===== config.mk =====
export PLATFORM = sky130hd
export DESIGN_NAME = lcd_mode_timing_controller_top
export DESIGN_NICKNAME = d
export VERILOG_FILES = /design/src/lmtc_pkg.sv /design/src/lmtc_cfg_regs.sv /design/src/lmtc_line_seq.sv /design/src/lcd_mode_timing_controller_top.sv
export SDC_FILE = /design/constraint.sdc
export NUM_CORES = 1
export LEC_CHECK = 0
export BUFFER_PORTS_ARGS = -buffer_cell sky130_fd_sc_hd__buf_2
export CAP_MARGIN = 20
export CORE_UTILIZATION = 27
export CTS_BUF_LIST = sky130_fd_sc_hd__clkbuf_16
export CTS_CLUSTER_DIAMETER = 30
export DETAILED_ROUTE_END_ITERATION = 6
export GPL_TIMING_DRIVEN = 0
export PLACE_DENSITY_LB_ADDON = 0.25
export RECOVER_POWER = 50
export SETUP_SLACK_MARGIN = 0.15
export SLEW_MARGIN = 40
export SYNTH_ARGS = -nofsm -noshare
export SYNTH_HDL_FRONTEND = slang
export SYNTH_HIERARCHICAL = 1
export SYNTH_SLANG_ARGS = --single-unit

===== constraint.sdc =====
create_clock -name clk -period 3.75 [get_ports clk]
set_clock_uncertainty 0.15 [all_clocks]
set_input_delay 0 -clock clk [delete_from_list [all_inputs] [get_ports clk]]
set_output_delay 0 -clock clk [all_outputs]
set_load 0.02 [all_outputs]

===== src/lmtc_pkg.sv =====
`default_nettype none

package lmtc_pkg;

  localparam int COUNT_W = 10;
  localparam int SUM_W = COUNT_W + 1;
  localparam int LINE_W = 8;
  localparam int ELAPSED_W = 8;
  localparam int CFG_IDX_W = 3;
  localparam int CFG_DATA_W = 8;

  typedef logic [COUNT_W-1:0] count_t;
  typedef logic [SUM_W-1:0] sum_t;
  typedef logic [LINE_W-1:0] line_t;
  typedef logic [LINE_W:0] line_inc_t;
  typedef logic [1:0] mode_t;

  localparam mode_t MODE_HBLANK = 2'd0;
  localparam mode_t MODE_VBLANK = 2'd1;
  localparam mode_t MODE_OAM = 2'd2;
  localparam mode_t MODE_XFER = 2'd3;

  localparam count_t COUNT_MAX = '1;

  localparam logic [CFG_IDX_W-1:0] REG_LINE_COMPARE = 3'd0;
  localparam logic [CFG_IDX_W-1:0] REG_COIN_IRQ_EN = 3'd1;
  localparam logic [CFG_IDX_W-1:0] REG_OAM_IRQ_EN = 3'd2;
  localparam logic [CFG_IDX_W-1:0] REG_VBLANK_IRQ_EN = 3'd3;
  localparam logic [CFG_IDX_W-1:0] REG_HBLANK_IRQ_EN = 3'd4;

  typedef struct packed {
    line_t line_compare;
    logic coin_irq_en;
    logic oam_irq_en;
    logic vblank_irq_en;
    logic hblank_irq_en;
  } cfg_t;

  typedef struct packed {
    mode_t mode;
    line_t line;
    logic coincidence;
    logic vblank_irq;
    logic stat_irq;
    logic draw;
  } result_t;

endpackage

`default_nettype wire


===== src/lmtc_cfg_regs.sv =====
`default_nettype none

module lmtc_cfg_regs (
  input  wire logic                               clk,
  input  wire logic                               rst,
  input  wire logic                               cfg_we,
  input  wire logic [lmtc_pkg::CFG_IDX_W-1:0]     cfg_index,
  input  wire logic [lmtc_pkg::CFG_DATA_W-1:0]    cfg_data,
  output lmtc_pkg::cfg_t                          cfg
);

  always_ff @(posedge clk) begin
    if (rst) begin
      cfg <= '0;
    end else if (cfg_we) begin
      case (cfg_index)
        lmtc_pkg::REG_LINE_COMPARE: begin
          cfg.line_compare <= cfg_data[lmtc_pkg::LINE_W-1:0];
        end
        lmtc_pkg::REG_COIN_IRQ_EN: begin
          cfg.coin_irq_en <= cfg_data[0];
        end
        lmtc_pkg::REG_OAM_IRQ_EN: begin
          cfg.oam_irq_en <= cfg_data[0];
        end
        lmtc_pkg::REG_VBLANK_IRQ_EN: begin
          cfg.vblank_irq_en <= cfg_data[0];
        end
        lmtc_pkg::REG_HBLANK_IRQ_EN: begin
          cfg.hblank_irq_en <= cfg_data[0];
        end
        default: begin
        end
      endcase
    end
  end

endmodule

`default_nettype wire


===== src/lmtc_line_seq.sv =====
`default_nettype none

module lmtc_line_seq #(
  parameter int LINE_CYCLES = 456,
  parameter int TOTAL_LINES = 154,
  parameter int VISIBLE_LINES = 144,
  parameter int OAM_END = 80,
  parameter int TRANSFER_END = 252
) (
  input  wire logic                               clk,
  input  wire logic                               rst,
  input  wire logic                               fire,
  input  wire logic [lmtc_pkg::ELAPSED_W-1:0]     elapsed,
  input  wire lmtc_pkg::cfg_t                     cfg,
  output lmtc_pkg::result_t                       res
);

  localparam lmtc_pkg::sum_t LINE_C = lmtc_pkg::sum_t'(LINE_CYCLES);
  localparam lmtc_pkg::sum_t OAM_C = lmtc_pkg::sum_t'(OAM_END);
  localparam lmtc_pkg::sum_t XFER_C = lmtc_pkg::sum_t'(TRANSFER_END);
  localparam lmtc_pkg::line_inc_t TOTAL_C = lmtc_pkg::line_inc_t'(TOTAL_LINES);
  localparam lmtc_pkg::line_t VISIBLE_C = lmtc_pkg::line_t'(VISIBLE_LINES);

  lmtc_pkg::count_t cycle_count;
  lmtc_pkg::count_t cycle_count_next;
  lmtc_pkg::line_t line_number;
  lmtc_pkg::line_t line_number_next;
  lmtc_pkg::mode_t mode_flag;
  lmtc_pkg::mode_t mode_flag_next;
  logic coin_flag;
  logic coin_flag_next;

  lmtc_pkg::sum_t sum;
  lmtc_pkg::sum_t sum_red;
  lmtc_pkg::line_inc_t line_inc;
  logic wrap;
  logic vbl_pulse;
  logic stat_pulse;
  logic draw;

  always_comb begin
    sum = lmtc_pkg::sum_t'(cycle_count) + lmtc_pkg::sum_t'(elapsed);
    wrap = (sum >= LINE_C);
    sum_red = wrap ? (sum - LINE_C) : sum;
    line_inc = lmtc_pkg::line_inc_t'(line_number) + 1'b1;

    line_number_next = line_number;
    mode_flag_next = mode_flag;
    coin_flag_next = coin_flag;
    vbl_pulse = 1'b0;
    stat_pulse = 1'b0;
    draw = 1'b0;

    if (wrap) begin
      // line number never reaches TOTAL_LINES, so one compare does the modulo
      line_number_next = (line_inc == TOTAL_C) ? '0 : line_inc[lmtc_pkg::LINE_W-1:0];
      coin_flag_next = (line_number_next == cfg.line_compare);
      if (coin_flag_next && cfg.coin_irq_en) begin
        stat_pulse = 1'b1;
      end
      if (line_number_next == VISIBLE_C) begin
        mode_flag_next = lmtc_pkg::MODE_VBLANK;
        vbl_pulse = 1'b1;
        if (cfg.vblank_irq_en || cfg.oam_irq_en) begin
          stat_pulse = 1'b1;
        end
      end else if (line_number_next < VISIBLE_C) begin
        mode_flag_next = lmtc_pkg::MODE_OAM;
        if (cfg.oam_irq_en) begin
          stat_pulse = 1'b1;
        end
      end
    end else if (mode_flag == lmtc_pkg::MODE_OAM && sum >= OAM_C) begin
      mode_flag_next = lmtc_pkg::MODE_XFER;
    end else if (mode_flag == lmtc_pkg::MODE_XFER && sum >= XFER_C) begin
      mode_flag_next = lmtc_pkg::MODE_HBLANK;
      draw = 1'b1;
      if (cfg.hblank_irq_en) begin
        stat_pulse = 1'b1;
      end
    end

    // saturate when one line length was not enough
    cycle_count_next = sum_red[lmtc_pkg::SUM_W-1] ? lmtc_pkg::COUNT_MAX
                                                  : sum_red[lmtc_pkg::COUNT_W-1:0];

    res.mode = mode_flag_next;
    res.line = line_number_next;
    res.coincidence = coin_flag_next;
    res.vblank_irq = vbl_pulse;
    res.stat_irq = stat_pulse;
    res.draw = draw;
  end

  always_ff @(posedge clk) begin
    if (rst) begin
      cycle_count <= '0;
      line_number <= '0;
      mode_flag <= lmtc_pkg::MODE_HBLANK;
      coin_flag <= 1'b0;
    end else if (fire) begin
      cycle_count <= cycle_count_next;
      line_number <= line_number_next;
      mode_flag <= mode_flag_next;
      coin_flag <= coin_flag_next;
    end
  end

endmodule

`default_nettype wire


===== src/lcd_mode_timing_controller_top.sv =====
// Path: an input beat is taken into the input register, then its line/mode update
// is written into the result register; an output stall can hold it in between.
// Throughput: one beat per cycle while the output is not stalled.
// Reset: synchronous, active high; clears the cycle counter, line, mode, flag,
// configuration registers and both valid bits.
`default_nettype none

module lcd_mode_timing_controller_top #(
  parameter int LINE_CYCLES = 456,
  parameter int TOTAL_LINES = 154,
  parameter int VISIBLE_LINES = 144,
  parameter int OAM_END = 80,
  parameter int TRANSFER_END = 252
) (
  input  wire logic                               clk,
  input  wire logic                               rst,
  input  wire logic                               cfg_we,
  input  wire logic [lmtc_pkg::CFG_IDX_W-1:0]     cfg_index,
  input  wire logic [lmtc_pkg::CFG_DATA_W-1:0]    cfg_data,
  input  wire logic                               in_valid,
  output logic                                    in_stall,
  input  wire logic [lmtc_pkg::ELAPSED_W-1:0]     elapsed_cycles,
  output logic                                    out_valid,
  input  wire logic                               out_stall,
  output logic [1:0]                              lcd_mode,
  output logic [lmtc_pkg::LINE_W-1:0]             current_line,
  output logic                                    coincidence,
  output logic                                    vblank_irq,
  output logic                                    stat_irq,
  output logic                                    draw_request
);

  lmtc_pkg::cfg_t cfg;
  lmtc_pkg::result_t res;
  logic in_q_valid;
  logic [lmtc_pkg::ELAPSED_W-1:0] elapsed_q;
  logic adv;
  logic fire;

  assign adv = !out_valid || !out_stall;
  assign fire = in_q_valid && adv;
  assign in_stall = in_q_valid && !adv;

  lmtc_cfg_regs u_cfg (
    .clk       (clk),
    .rst       (rst),
    .cfg_we    (cfg_we),
    .cfg_index (cfg_index),
    .cfg_data  (cfg_data),
    .cfg       (cfg)
  );

  lmtc_line_seq #(
    .LINE_CYCLES   (LINE_CYCLES),
    .TOTAL_LINES   (TOTAL_LINES),
    .VISIBLE_LINES (VISIBLE_LINES),
    .OAM_END       (OAM_END),
    .TRANSFER_END  (TRANSFER_END)
  ) u_seq (
    .clk     (clk),
    .rst     (rst),
    .fire    (fire),
    .elapsed (elapsed_q),
    .cfg     (cfg),
    .res     (res)
  );

  always_ff @(posedge clk) begin
    if (rst) begin
      in_q_valid <= 1'b0;
    end else if (!in_stall) begin
      in_q_valid <= in_valid;
    end
  end

  always_ff @(posedge clk) begin
    if (in_valid && !in_stall) begin
      elapsed_q <= elapsed_cycles;
    end
  end

  always_ff @(posedge clk) begin
    if (rst) begin
      out_valid <= 1'b0;
    end else if (adv) begin
      out_valid <= in_q_valid;
    end
  end

  always_ff @(posedge clk) begin
    if (fire) begin
      lcd_mode <= res.mode;
      current_line <= res.line;
      coincidence <= res.coincidence;
      vblank_irq <= res.vblank_irq;
      stat_irq <= res.stat_irq;
      draw_request <= res.draw;
    end
  end

endmodule

`default_nettype wire


======== Word level (Yosys, flattened, before mapping) ========
Cells that the tools add are included.
W data, S select, Z words.
word-level totals
  register bits after elaboration ......... 57
  bits in latches ......................... 0
  bits in writable memories ............... 0
  memory bits (read-only) ................. 0
  input port bits ......................... 24
  output and inout port bits .............. 16
  memories ................................ 0
cells by class
  add/sub/neg operators ................... 3
  multipliers ............................. 0
  divide/modulo/power cells ............... 0
  magnitude comparators ................... 4
  eq/ne operators ......................... 9
  shifts and indexed selects .............. 0
  muxes and demuxes ....................... 21
  bitwise gates (word level) .............. 0
  reductions and logical operators ........ 19
operator list
  cell                     number
  $mux W8                  2
  $mux W1                  12
  $add A10 B8 Y11          1
  $ge A11 B7 Y1 const B    1
  $ge A11 B8 Y1 const B    1
  $ge A11 B9 Y1 const B    1
  $mux W11                 1
  $sub A11 B9 Y11 const B  1
  $mux W10                 1
  $mux W2                  5
  $reduce_and A2 Y1        5
  $add A8 B1 Y9 const B    1
  $eq A9 B8 Y1 const B     1
  $eq A8 B8 Y1             1
  $eq A8 B8 Y1 const B     1
  $lt A8 B8 Y1 const B     1
  $eq A3 B2 Y1 const B     2
  $logic_and A1 B1 Y1      6
  $eq A2 B2 Y1 const B     2
  $logic_not A1 Y1         4
  $eq A3 B1 Y1 const B     1
  $eq A3 B3 Y1 const B     1
  $logic_not A3 Y1         1
  $logic_or A1 B1 Y1       2
  $reduce_or A2 Y1         1

======== Depth between registers and ports, before layout ========
Gate-level depths: netlist of the first run.
  depth after elaboration ................. 10
  mapped depth ............................ 17
  depth with buffers taken out ............ 15

======== Modules after synthesis ========
Netlist of the first run, hierarchy kept.
by module, submodules not included
  module                          times used  cells each  area an instance (um2)
  lmtc_line_seq                   1           335         2,592.5
  lcd_mode_timing_controller_top  1           32          747.0
  lmtc_cfg_regs                   1           52          574.3

======== Worst setup path before layout of the first run ========
OpenSTA, ideal clock, no wires.
  path kind ............................... register -> register
  start ................................... register u_seq.cycle_count[0]
  end ..................................... register lcd_mode[0] (data pin)
  data arrival time ....................... 3.168 ns
  required time ........................... 3.334 ns
  path slack .............................. 0.166 ns
  cell stages (with the launch flop) ...... 16
  clock period less this slack ............ 3.584 ns
  path through ............................ dfxtp_1 ha_1 inv_1 fa_1 nand2b_1 a21oi_1 xor2_1 inv_1 ha_1 nand3_1 o2111ai_1 and3_1 a211oi_2 nor2_1 a211oi_2 nor3_1
RTL lines
  what                      RTL line                              RTL
  start: declaration        lmtc_line_seq.sv:24                   lmtc_pkg::count_t cycle_count;
  start signal: assignment  lmtc_line_seq.sv:102                  cycle_count <= cycle_count_next;
  end signal: assignment    lcd_mode_timing_controller_top.sv:92  lcd_mode <= res.mode;
  end: declaration          lcd_mode_timing_controller_top.sv:25  output logic [1:0] lcd_mode,

==> flow_summary.json, run 1 <==
{
  "via_count": 3340,
  "setup_ws_ns": 0.314,
  "crit_required_ns": 3.80,
  "die_h_um": 122,
  "path_clk_slew_ns": 0.05,
  "core_area_sq_um": 14000,
  "vias_per_cell": 4.87,
  "hold_violations": 0,
  "start_kind": "flip-flop",
  "io-pin-count": 40,
  "final_cell_mix": "nor2_1 (38), dfxtp_1 (35), nand2_1 (31)",
  "max_slew_margin_pct": 37.2,
  "final_layout_size_suffix_gt1_share_pct": 22.5,
  "layout_commonest_cell": "nor2_1",
  "max-clock-path-buffers": 2,
  "io_buffers": 39,
  "ant_nets": 0,
  "grt_max_degree": 16,
  "synth_seq_area_share_pct": 34.8,
  "root_buffer": "clkbuf_16",
  "syn_area_per_cell_sq_um": 9.34,
  "layoutNonFillerInstCount": 686,
  "min_path_type": "in2reg",
  "place_hpwl_mm": 6.92,
  "place_inst": 639,
  "combPwrFrac_pct": 23.9,
  "finalWorstPathRequiredPeriod_ns": 3.44,
  "routabilityCongestion": 0.829,
  "ys_seq_elements": 57,
  "pre_cts_ws_ns": -0.451,
  "synth_nets": 457,
  "drc": 6,
  "n_antenna_cell": 0,
  "wire_per_inst_um": 14.0,
  "leakagePower_uw": 0.00185,
  "power_frac_seq_pct": 34.1,
  "p_switching_uw": 575,
  "htreeDepth": 3,
  "maxSlewViolCount": 0,
  "grt_pass1_wl_mm": 15.7,
  "yosys.cell_types.count": 72,
  "area_growth_pct": 28.5,
  "status": "finished, violations left",
  "r2r_setup_slack_ns": 0.31,
  "rsz0062_at_grt": "yes",
  "power_density_nw_per_um2": 405,
  "ir_worst_vdd_uv": 146,
  "cts_buffers": 9,
  "cp.arrival_ns": 3.49,
  "ys_warn_count": 6,
  "synth_edf_count": 22,
  "fmax_mhz": 291,
  "firstDrtPassIters": 7,
  "switching_share_pct": 28.3,
  "endpoint_kind": "flip-flop",
  "insertion_delay_ns": 0.33,
  "drtIter0Drc": 134,
  "gr-total-overflow": 0,
  "worstSetupPathType": "reg2reg",
  "grt_pass1_vias": 3186,
  "violations": "DRC",
  "die_area_sq_um": 15000,
  "start_util_pct": 28.0,
  "p_clk_share_pct": 42.0,
  "wirelength_mm": 9.61,
  "rows": 43,
  "final.setup.tns_ns": 0,
  "final_nets": 539,
  "cap_violations": 0,
  "finalSetupViolCount": 0,
  "yosys_most_used_dff": "dfxtp_1",
  "cts_sinks": 57,
  "tightest_slew_ns": 0.942,
  "cts_tree": "done",
  "chipWidth_um": 122,
  "finalCritPeriodShare_pct": 91.6,
  "intPower_uw": 1460,
  "netlist_area_sq_um": 3910,
  "grt_use_total_pct": 13.6,
  "syn_inst": 419,
  "antenna_found_initial": 0,
  "path_max_fanout": 8,
  "postSynth.asyncResetShare_pct": 0
}
==> power groups by stage <==
stage / clock, uW / sequential [uW] / combinational, uW
2_1_floorplan: 0 / 713 / 318
3_3_place_gp: 0 / 706 / 421
3_5_place_dp: 0 / 706 / 429
4_1_cts: 879 / 694 / 469
5_1_grt: 908 / 698 / 530
6_report: 854 / 695 / 487
==> cell families (layout without fill, tap and decap cells) <==
family                   after synthesis  count (layout)  share of synthesized area [%]
flip-flops                            57              57                           34.8
AND/OR/NAND/NOR                      160             160                           23.5
XOR/XNOR                              19              19                           4.44
multiplexers                          20              20                           5.56
AO/OA/AOI/OAI                        103             103                           21.0
adder cells (fa/ha/maj)               14              14                           4.67
buffers and inverters                 46             133                           6.04
==> layer usage <==
| metal | wire [um] | global-route usage (%) | vias up |
|---|---|---|---|
| met3 | 399 | 1.95 | 12 |
| met1 | 4770 | 18.2 | 1556 |
| met4 | 167 | 6.63 | 0 |
| met2 | 4280 | 21.2 | 71 |
| li1 | - | - | 1701 |
| met5 | 0 | 0 | - |
==> cells in the mapped netlist, drive strengths merged, types with 13 or more instances <==
cell type   n  area share [%]
nand2      31             3.0
buf        19             3.5
edfxtp     22              17
a21oi      20             3.1
nand2b     22             3.5
nor2       39             3.7
o21ai      20             2.7
mux2i      15             3.8
nand3      15             2.0
ha         13             4.2
dfxtp      35              18
inv        16             1.5
a211oi     18             5.2
==> per-stage QoR <==
stage	hold WS [ns]	power, uW	utilization [%]	instance area [sq um]
final	0.00477	2040	36.0	5030
after global routing	0.0185	2140	36.0	5030
after CTS	0.000156	2040	35.6	4990
after detailed placement	0.0286	1130	31.2	4360
after global placement	0.0272	1130	31.0	4330
after floorplan	-0.0876	1030	-	3910
==> sequential cells by signal, summed over array words and instances, names as in the netlist <==
register and cells:
u_cfg/cfg 12, u_seq/mode_flag 2, out_valid 1, current_line 8
vblank_irq 1, elapsed_q 8, lcd_mode 2, in_q_valid 1
u_seq/line_number 8, u_seq/coin_flag 1, u_seq/cycle_count 10, draw_request 1
coincidence 1, stat_irq 1
==> area by class of cell <==
cell class | instances | area [sq um]
plain buffers | 30 | 180
clock buffers | 9 | 225
clock inverters | 7 | 86.3
fillers | 1427 | 8960
inverters | 16 | 60.1
multi-input cells | 316 | 2420
flip-flops and latches | 57 | 1360
well taps | 180 | 225
repair buffers | 71 | 475
==> worst max-delay path, stage by stage (launching register included) <==
cell and delay [ns]:
edfxtp_1 0.38, ha_4 0.17, inv_1 0.06, fa_2 0.38, nand2b_4 0.17, a21oi_4 0.14, xor2_2 0.19, inv_2 0.08
ha_1 0.20, nand3_2 0.08, o2111ai_1 0.12, and3_4 0.23, a211o_1 0.27, buf_6 0.15, mux2_4 0.30, mux2i_1 0.17
nor2_1 0.06
==> what timing repair did <==
item | in CTS | in global routing
resized for setup | 8 | 15
endpoints found under the setup margin | 35 | 24
pin swaps | 3 | 5
endpoints found under the hold margin | 23 | 0
setup buffers | 3 | 2
hold buffers | 26 | 0
==> final timing paths <==
kind | from | end | depth (start not counted)
setup / recovery | elapsed_q[0]$_DFFE_PP_ | u_seq/line_number[0]$_SDFFE_PP0P_ | 16
hold / removal | cfg_index[2] | u_cfg/cfg[7]$_SDFFE_PP0P_ | 4
setup reg to reg | elapsed_q[0]$_DFFE_PP_ | u_seq/line_number[0]$_SDFFE_PP0P_ | 16
hold reg to reg | u_seq/coin_flag$_SDFFE_PP0P_ | u_seq/coin_flag$_SDFFE_PP0P_ | 2
(Power assumes the default switching activity.)
==> run 2: changes to the inputs <==
--- a/config.mk
+++ b/config.mk
@@ -12,7 +12,7 @@
 export CTS_CLUSTER_DIAMETER = 30
 export DETAILED_ROUTE_END_ITERATION = 6
 export GPL_TIMING_DRIVEN = 0
-export PLACE_DENSITY_LB_ADDON = 0.25
+export PLACE_DENSITY = 0.41
 export RECOVER_POWER = 50
 export SETUP_SLACK_MARGIN = 0.15
 export SLEW_MARGIN = 40
==> flow_summary.json, run 2 (synthesis gave the netlist of run 1 again) <==
{
  "r2r_cells": 16,
  "die_area_sq_um": 15000,
  "wirelength_mm": 10.0,
  "fmax_mhz": 294,
  "cts_buffers": 9,
  "final_layout_size_suffix_gt1_share_pct": 23.2,
  "maxSlewViolCount": 0,
  "finalSetupViolCount": 0,
  "endpoint_kind": "flip-flop",
  "critPathTopFamily": "compound AO/OA/AOI/OAI gates",
  "r2r_setup_slack_ns": 0.35,
  "routabilityCongestion": 0.788,
  "worstSetupPathType": "reg2reg",
  "wire_per_inst_um": 14.5,
  "r2r-start": "elapsed_q[0]$_DFFE_PP_",
  "status": "complete, no violations",
  "endpoint": "lcd_mode[1]$_DFFE_PP_",
  "ant_nets": 0,
  "cts_sinks": 57,
  "p_total_uw": 2030,
  "finalWorstPathRequiredPeriod_ns": 3.40,
  "cts_tree": "done",
  "cp.arrival_ns": 3.33,
  "largest_reg_flops": 12,
  "firstDrtPassIters": 5,
  "vias_per_cell": 4.80,
  "io-pin-count": 40,
  "n_antenna_cell": 0,
  "grt_pass1_wl_mm": 16.1,
  "reg2reg_to": "lcd_mode[1]$_DFFE_PP_",
  "io_buffers": 39,
  "slowest_delay_ns": 0.37,
  "path_max_fanout": 10,
  "grt_max_degree": 16,
  "rsz0062_at_grt": "no",
  "power_density_nw_per_um2": 396,
  "crit_chain": "ha_4 -> inv_1 -> fa_2 -> nand2b_4 -> a21oi_4 -> xor2_2 -> inv_2 -> ha_1 -> nand3_2 -> o2111ai_2 -> and3_4 -> a211o_1 -> buf_6 -> buf_6 -> a21oi_2 -> o22ai_2",
  "crit_start": "elapsed_q[0]$_DFFE_PP_",
  "cpMostUsedCell": "buf_6",
  "final.setup.tns_ns": 0,
  "pre_cts_ws_ns": -0.481,
  "gr-total-overflow": 0,
  "max_slew_margin_pct": 49.8,
  "cap_violations": 0,
  "top_regs": "u_cfg/cfg (12), u_seq/cycle_count (10)",
  "final_cell_mix": "nor2_1 (38), dfxtp_1 (34), dlygate4sd3_1 (33)",
  "area_growth_pct": 30.7,
  "via_count": 3328,
  "setup_ws_ns": 0.349,
  "drc": 0,
  "antenna_found_initial": 0,
  "layoutNonFillerInstCount": 693,
  "place_inst": 638,
  "grt_use_total_pct": 14.2,
  "die_h_um": 122,
  "root_buffer": "clkbuf_16",
  "critPathBufInv": 4,
  "place_hpwl_mm": 7.16,
  "crit_required_ns": 3.68,
  "grt_pass1_vias": 3113,
  "routed-wl-met3_um": 468,
  "top_register": "u_cfg/cfg",
  "core_area_sq_um": 14000,
  "rows": 43,
  "cp_slowest_cell": "fa_2",
  "max-clock-path-buffers": 2,
  "path_clk_slew_ns": 0.05,
  "layout_commonest_cell": "nor2_1",
  "finalCritPeriodShare_pct": 90.7,
  "hold_violations": 0,
  "final_nets": 546,
  "tightest_slew_ns": 0.751,
  "htreeDepth": 3,
  "wl_met2_mm": 4.02,
  "leakagePower_uw": 0.00188,
  "chipWidth_um": 122,
  "insertion_delay_ns": 0.34,
  "final_util_pct": 36.6,
  "start_util_pct": 28.0,
  "met1_length_mm": 5.30,
  "min_path_type": "in2reg",
  "highest_layer": "met4",
  "start_kind": "flip-flop",
  "cp.depth": 16,
  "ir_worst_vdd_uv": 166,
  "drtIter0Drc": 171
}
[run 2: worst reg2reg max path, cell delays in order, from the launching register on]
cell and delay [ns]:
edfxtp_1 0.36, ha_4 0.16, inv_1 0.06, fa_2 0.37, nand2b_4 0.17, a21oi_4 0.17, xor2_2 0.18, inv_2 0.08
ha_1 0.20, nand3_2 0.09, o2111ai_2 0.13, and3_4 0.23, a211o_1 0.27, buf_6 0.15, buf_6 0.14, a21oi_2 0.14
o22ai_2 0.09
[run 2: routing by layer]
| metal | global-route usage (%) | vias up |
|---|---|---|
| met4 | 6.94 | 0 |
| met1 | 20.7 | 1530 |
| met3 | 3.21 | 20 |
| met2 | 19.5 | 73 |
| li1 | - | 1705 |
| met5 | 0 | - |
[run 2: report_power, final]
| part | leakage, uW | total [uW] | internal [uW] | switching [uW] |
|---|---|---|---|---|
| clock | 0.000135 | 831 | 512 | 319 |
| sequential | 0.000495 | 694 | 677 | 17.2 |
| combinational | 0.00125 | 502 | 218 | 284 |
[run 2: stage by stage]
| step | hold WS, ns | instance area [sq um] |
|---|---|---|
| after floorplan | -0.0876 | 3910 |
| after global placement | 0.0263 | 4330 |
| after detailed placement | 0.0281 | 4350 |
| after CTS | 0.0285 | 5020 |
| after global routing | 0.0359 | 5120 |
| final | 0.0387 | 5120 |
[run 2: layout make-up]
class	count	area, sq um
clock buffer	9	225
inverter	16	60.1
buffer	30	184
clock inverter	7	70.1
tap	180	225
timing repair buffer	78	553
multi-input combinational	316	2440
sequential	57	1360
fill	1471	8870
[run 2: timing repair]
action | CTS | global route
setup buffers | 3 | 3
pin swaps | 3 | 6
gates resized for setup | 7 | 20
setup endpoints to repair | 35 | 30
hold buffers | 33 | 0
endpoints found under the hold margin | 23 | 0
[run 2: worst min path at each step]
stage                           start  cells past startpoint                         to  slack, ns
floorplan                         rst                      1    in_q_valid$_SDFFE_PP0N_      -0.09
global placement    elapsed_cycles[1]                      1     elapsed_q[1]$_DFFE_PP_       0.03
detailed placement  elapsed_cycles[3]                      1     elapsed_q[3]$_DFFE_PP_       0.03
CTS                      cfg_index[0]                      3  u_cfg/cfg[3]$_SDFFE_PP0P_       0.03
global route             cfg_index[0]                      3  u_cfg/cfg[3]$_SDFFE_PP0P_       0.04
finish                   cfg_index[0]                      3  u_cfg/cfg[3]$_SDFFE_PP0P_       0.04
==> run 3: changes to the inputs <==
--- a/config.mk
+++ b/config.mk
@@ -12,10 +12,11 @@
 export CTS_CLUSTER_DIAMETER = 30
 export DETAILED_ROUTE_END_ITERATION = 6
 export GPL_TIMING_DRIVEN = 0
+export MAX_ROUTING_LAYER = met4
 export PLACE_DENSITY = 0.41
 export RECOVER_POWER = 50
 export SETUP_SLACK_MARGIN = 0.15
-export SLEW_MARGIN = 40
+export SLEW_MARGIN = 20
 export SYNTH_ARGS = -nofsm -noshare
 export SYNTH_HDL_FRONTEND = slang
 export SYNTH_HIERARCHICAL = 1
==> flow_summary.json, run 3 (synthesis gave the netlist of run 1 again) <==
{
  "switching_share_pct": 29.1,
  "final_util_pct": 36.5,
  "final.setup.tns_ns": 0,
  "grt_pass1_vias": 3041,
  "grt_max_degree": 14,
  "start_util_pct": 28.0,
  "fin_hold_ws_ns": 0.0209,
  "gr-total-overflow": 0,
  "endpoint_kind": "flip-flop",
  "grt_pass1_wl_mm": 16.2,
  "setup_ws_ns": 0.331,
  "via_count": 3339,
  "max_slew_margin_pct": 46.9,
  "worstHoldStart": "cfg_index[1]",
  "path_clk_slew_ns": 0.05,
  "crit_required_ns": 3.66,
  "leakagePower_uw": 0.00190,
  "firstDrtPassIters": 4,
  "combPwrFrac_pct": 23.9,
  "core_area_sq_um": 14000,
  "start_kind": "flip-flop",
  "vias_per_cell": 4.81,
  "intPower_uw": 1460,
  "pre_cts_ws_ns": -0.480,
  "max-clock-path-buffers": 2,
  "place_hpwl_mm": 7.23,
  "power_density_nw_per_um2": 404,
  "insertion_delay_ns": 0.34,
  "p_clk_share_pct": 42.5,
  "p_switching_uw": 600,
  "finalCritPeriodShare_pct": 91.2,
  "final_cell_mix": "nor2_1 (39), dlygate4sd3_1 (34), dfxtp_1 (34)",
  "final_layout_size_suffix_gt1_share_pct": 22.0,
  "rows": 43,
  "crit_start": "elapsed_q[1]$_DFFE_PP_",
  "htreeDepth": 3,
  "top_register": "u_cfg/cfg",
  "r2r-start": "elapsed_q[1]$_DFFE_PP_",
  "routabilityCongestion": 0.799,
  "area_growth_pct": 30.5,
  "layout_commonest_cell": "nor2_1",
  "wire_per_inst_um": 14.6,
  "die_area_sq_um": 15000,
  "chipWidth_um": 122,
  "root_buffer": "clkbuf_16",
  "finalWorstPathRequiredPeriod_ns": 3.42,
  "largest_reg_flops": 12,
  "die_h_um": 122,
  "tightest_slew_ns": 0.796,
  "fmax_mhz": 293,
  "rsz0062_at_grt": "no",
  "status": "complete, no violations",
  "io-pin-count": 40,
  "drc": 0,
  "io_buffers": 39,
  "cts_buffers": 9,
  "grt_use_total_pct": 14.7,
  "drtIter0Drc": 159,
  "power_frac_seq_pct": 33.6,
  "n_antenna_cell": 0,
  "top_regs": "u_cfg/cfg (12), u_seq/cycle_count (10)",
  "finalSetupViolCount": 0,
  "cp.arrival_ns": 3.33,
  "cts_sinks": 57,
  "cap_violations": 0,
  "min_path_type": "in2reg",
  "antenna_found_initial": 0,
  "ir_worst_vdd_uv": 164,
  "maxSlewViolCount": 0,
  "place_inst": 639,
  "fillCellCount": 1486,
  "final_nets": 547,
  "wirelength_mm": 10.1,
  "hold_violations": 0,
  "layoutNonFillerInstCount": 694,
  "path_max_fanout": 10,
  "cts_tree": "done",
  "worstSetupPathType": "reg2reg",
  "ant_nets": 0
}
## run 3: worst paths after layout
kind                                                      to  slack (ns)  cells after the start
worst max-delay path                   lcd_mode[1]$_DFFE_PP_        0.33                     15
worst min register to register  u_seq/coin_flag$_SDFFE_PP0P_        0.31                      2
worst max register to register         lcd_mode[1]$_DFFE_PP_        0.33                     15
worst min-delay path               u_cfg/cfg[2]$_SDFFE_PP0P_        0.02                      3
## run 3: final cells by class
type	instances	area [sq um]	area share [%]
Inverter	16	60.1	1.18
Multi-Input combinational cell	316	2410	47.2
Timing Repair Buffer	79	556	10.9
Sequential cell	57	1360	26.7
Tap cell	180	225	4.41
Clock buffer	9	225	4.41
Buffer	30	184	3.60
Clock inverter	7	86.3	1.69
## run 3: critical path: stages (launching register included)
cell	delay (ns)
edfxtp_1	0.40
ha_1	0.36
a21o_1	0.23
a21oi_1	0.27
xnor2_2	0.21
inv_1	0.09
ha_2	0.23
nor2b_1	0.14
nand4_1	0.10
and3_4	0.21
a211o_1	0.14
buf_6	0.15
buf_6	0.17
nor2_1	0.08
a21oi_2	0.13
o22ai_2	0.09
## run 3: timing repair
| action | in CTS | in global routing |
|---|---|---|
| setup endpoints to repair | 35 | 27 |
| resized for setup | 8 | 14 |
| setup buffers | 2 | 3 |
| pin swaps | 2 | 6 |
| hold buffers | 34 | 0 |
| hold endpoints to repair | 25 | 0 |
## run 3: stage by stage
| step | power [uW] | area, sq um |
|---|---|---|
| floorplan | 1030 | 3910 |
| global placement | 1140 | 4330 |
| detailed placement | 1140 | 4350 |
| CTS | 2070 | 5050 |
| global route | 2170 | 5110 |
| finish | 2060 | 5110 |
## run 3: layer usage
| metal | GRT usage (%) | share of wire, % | vias up |
|---|---|---|---|
| met3 | 2.83 | 3.8 | 10 |
| met5 | - | 0 | - |
| li1 | - | - | 1715 |
| met2 | 19.2 | 41 | 74 |
| met1 | 21.2 | 54 | 1540 |
| met4 | 7.16 | 1.3 | 0 |
## run 3: power by group through the flow
| stage | combinational, uW | clock [uW] | sequential (uW) |
|---|---|---|---|
| 2_1_floorplan | 318 | 0 | 713 |
| 3_3_place_gp | 431 | 0 | 705 |
| 3_5_place_dp | 432 | 0 | 705 |
| 4_1_cts | 474 | 902 | 693 |
| 5_1_grt | 541 | 935 | 697 |
| 6_report | 493 | 878 | 694 |
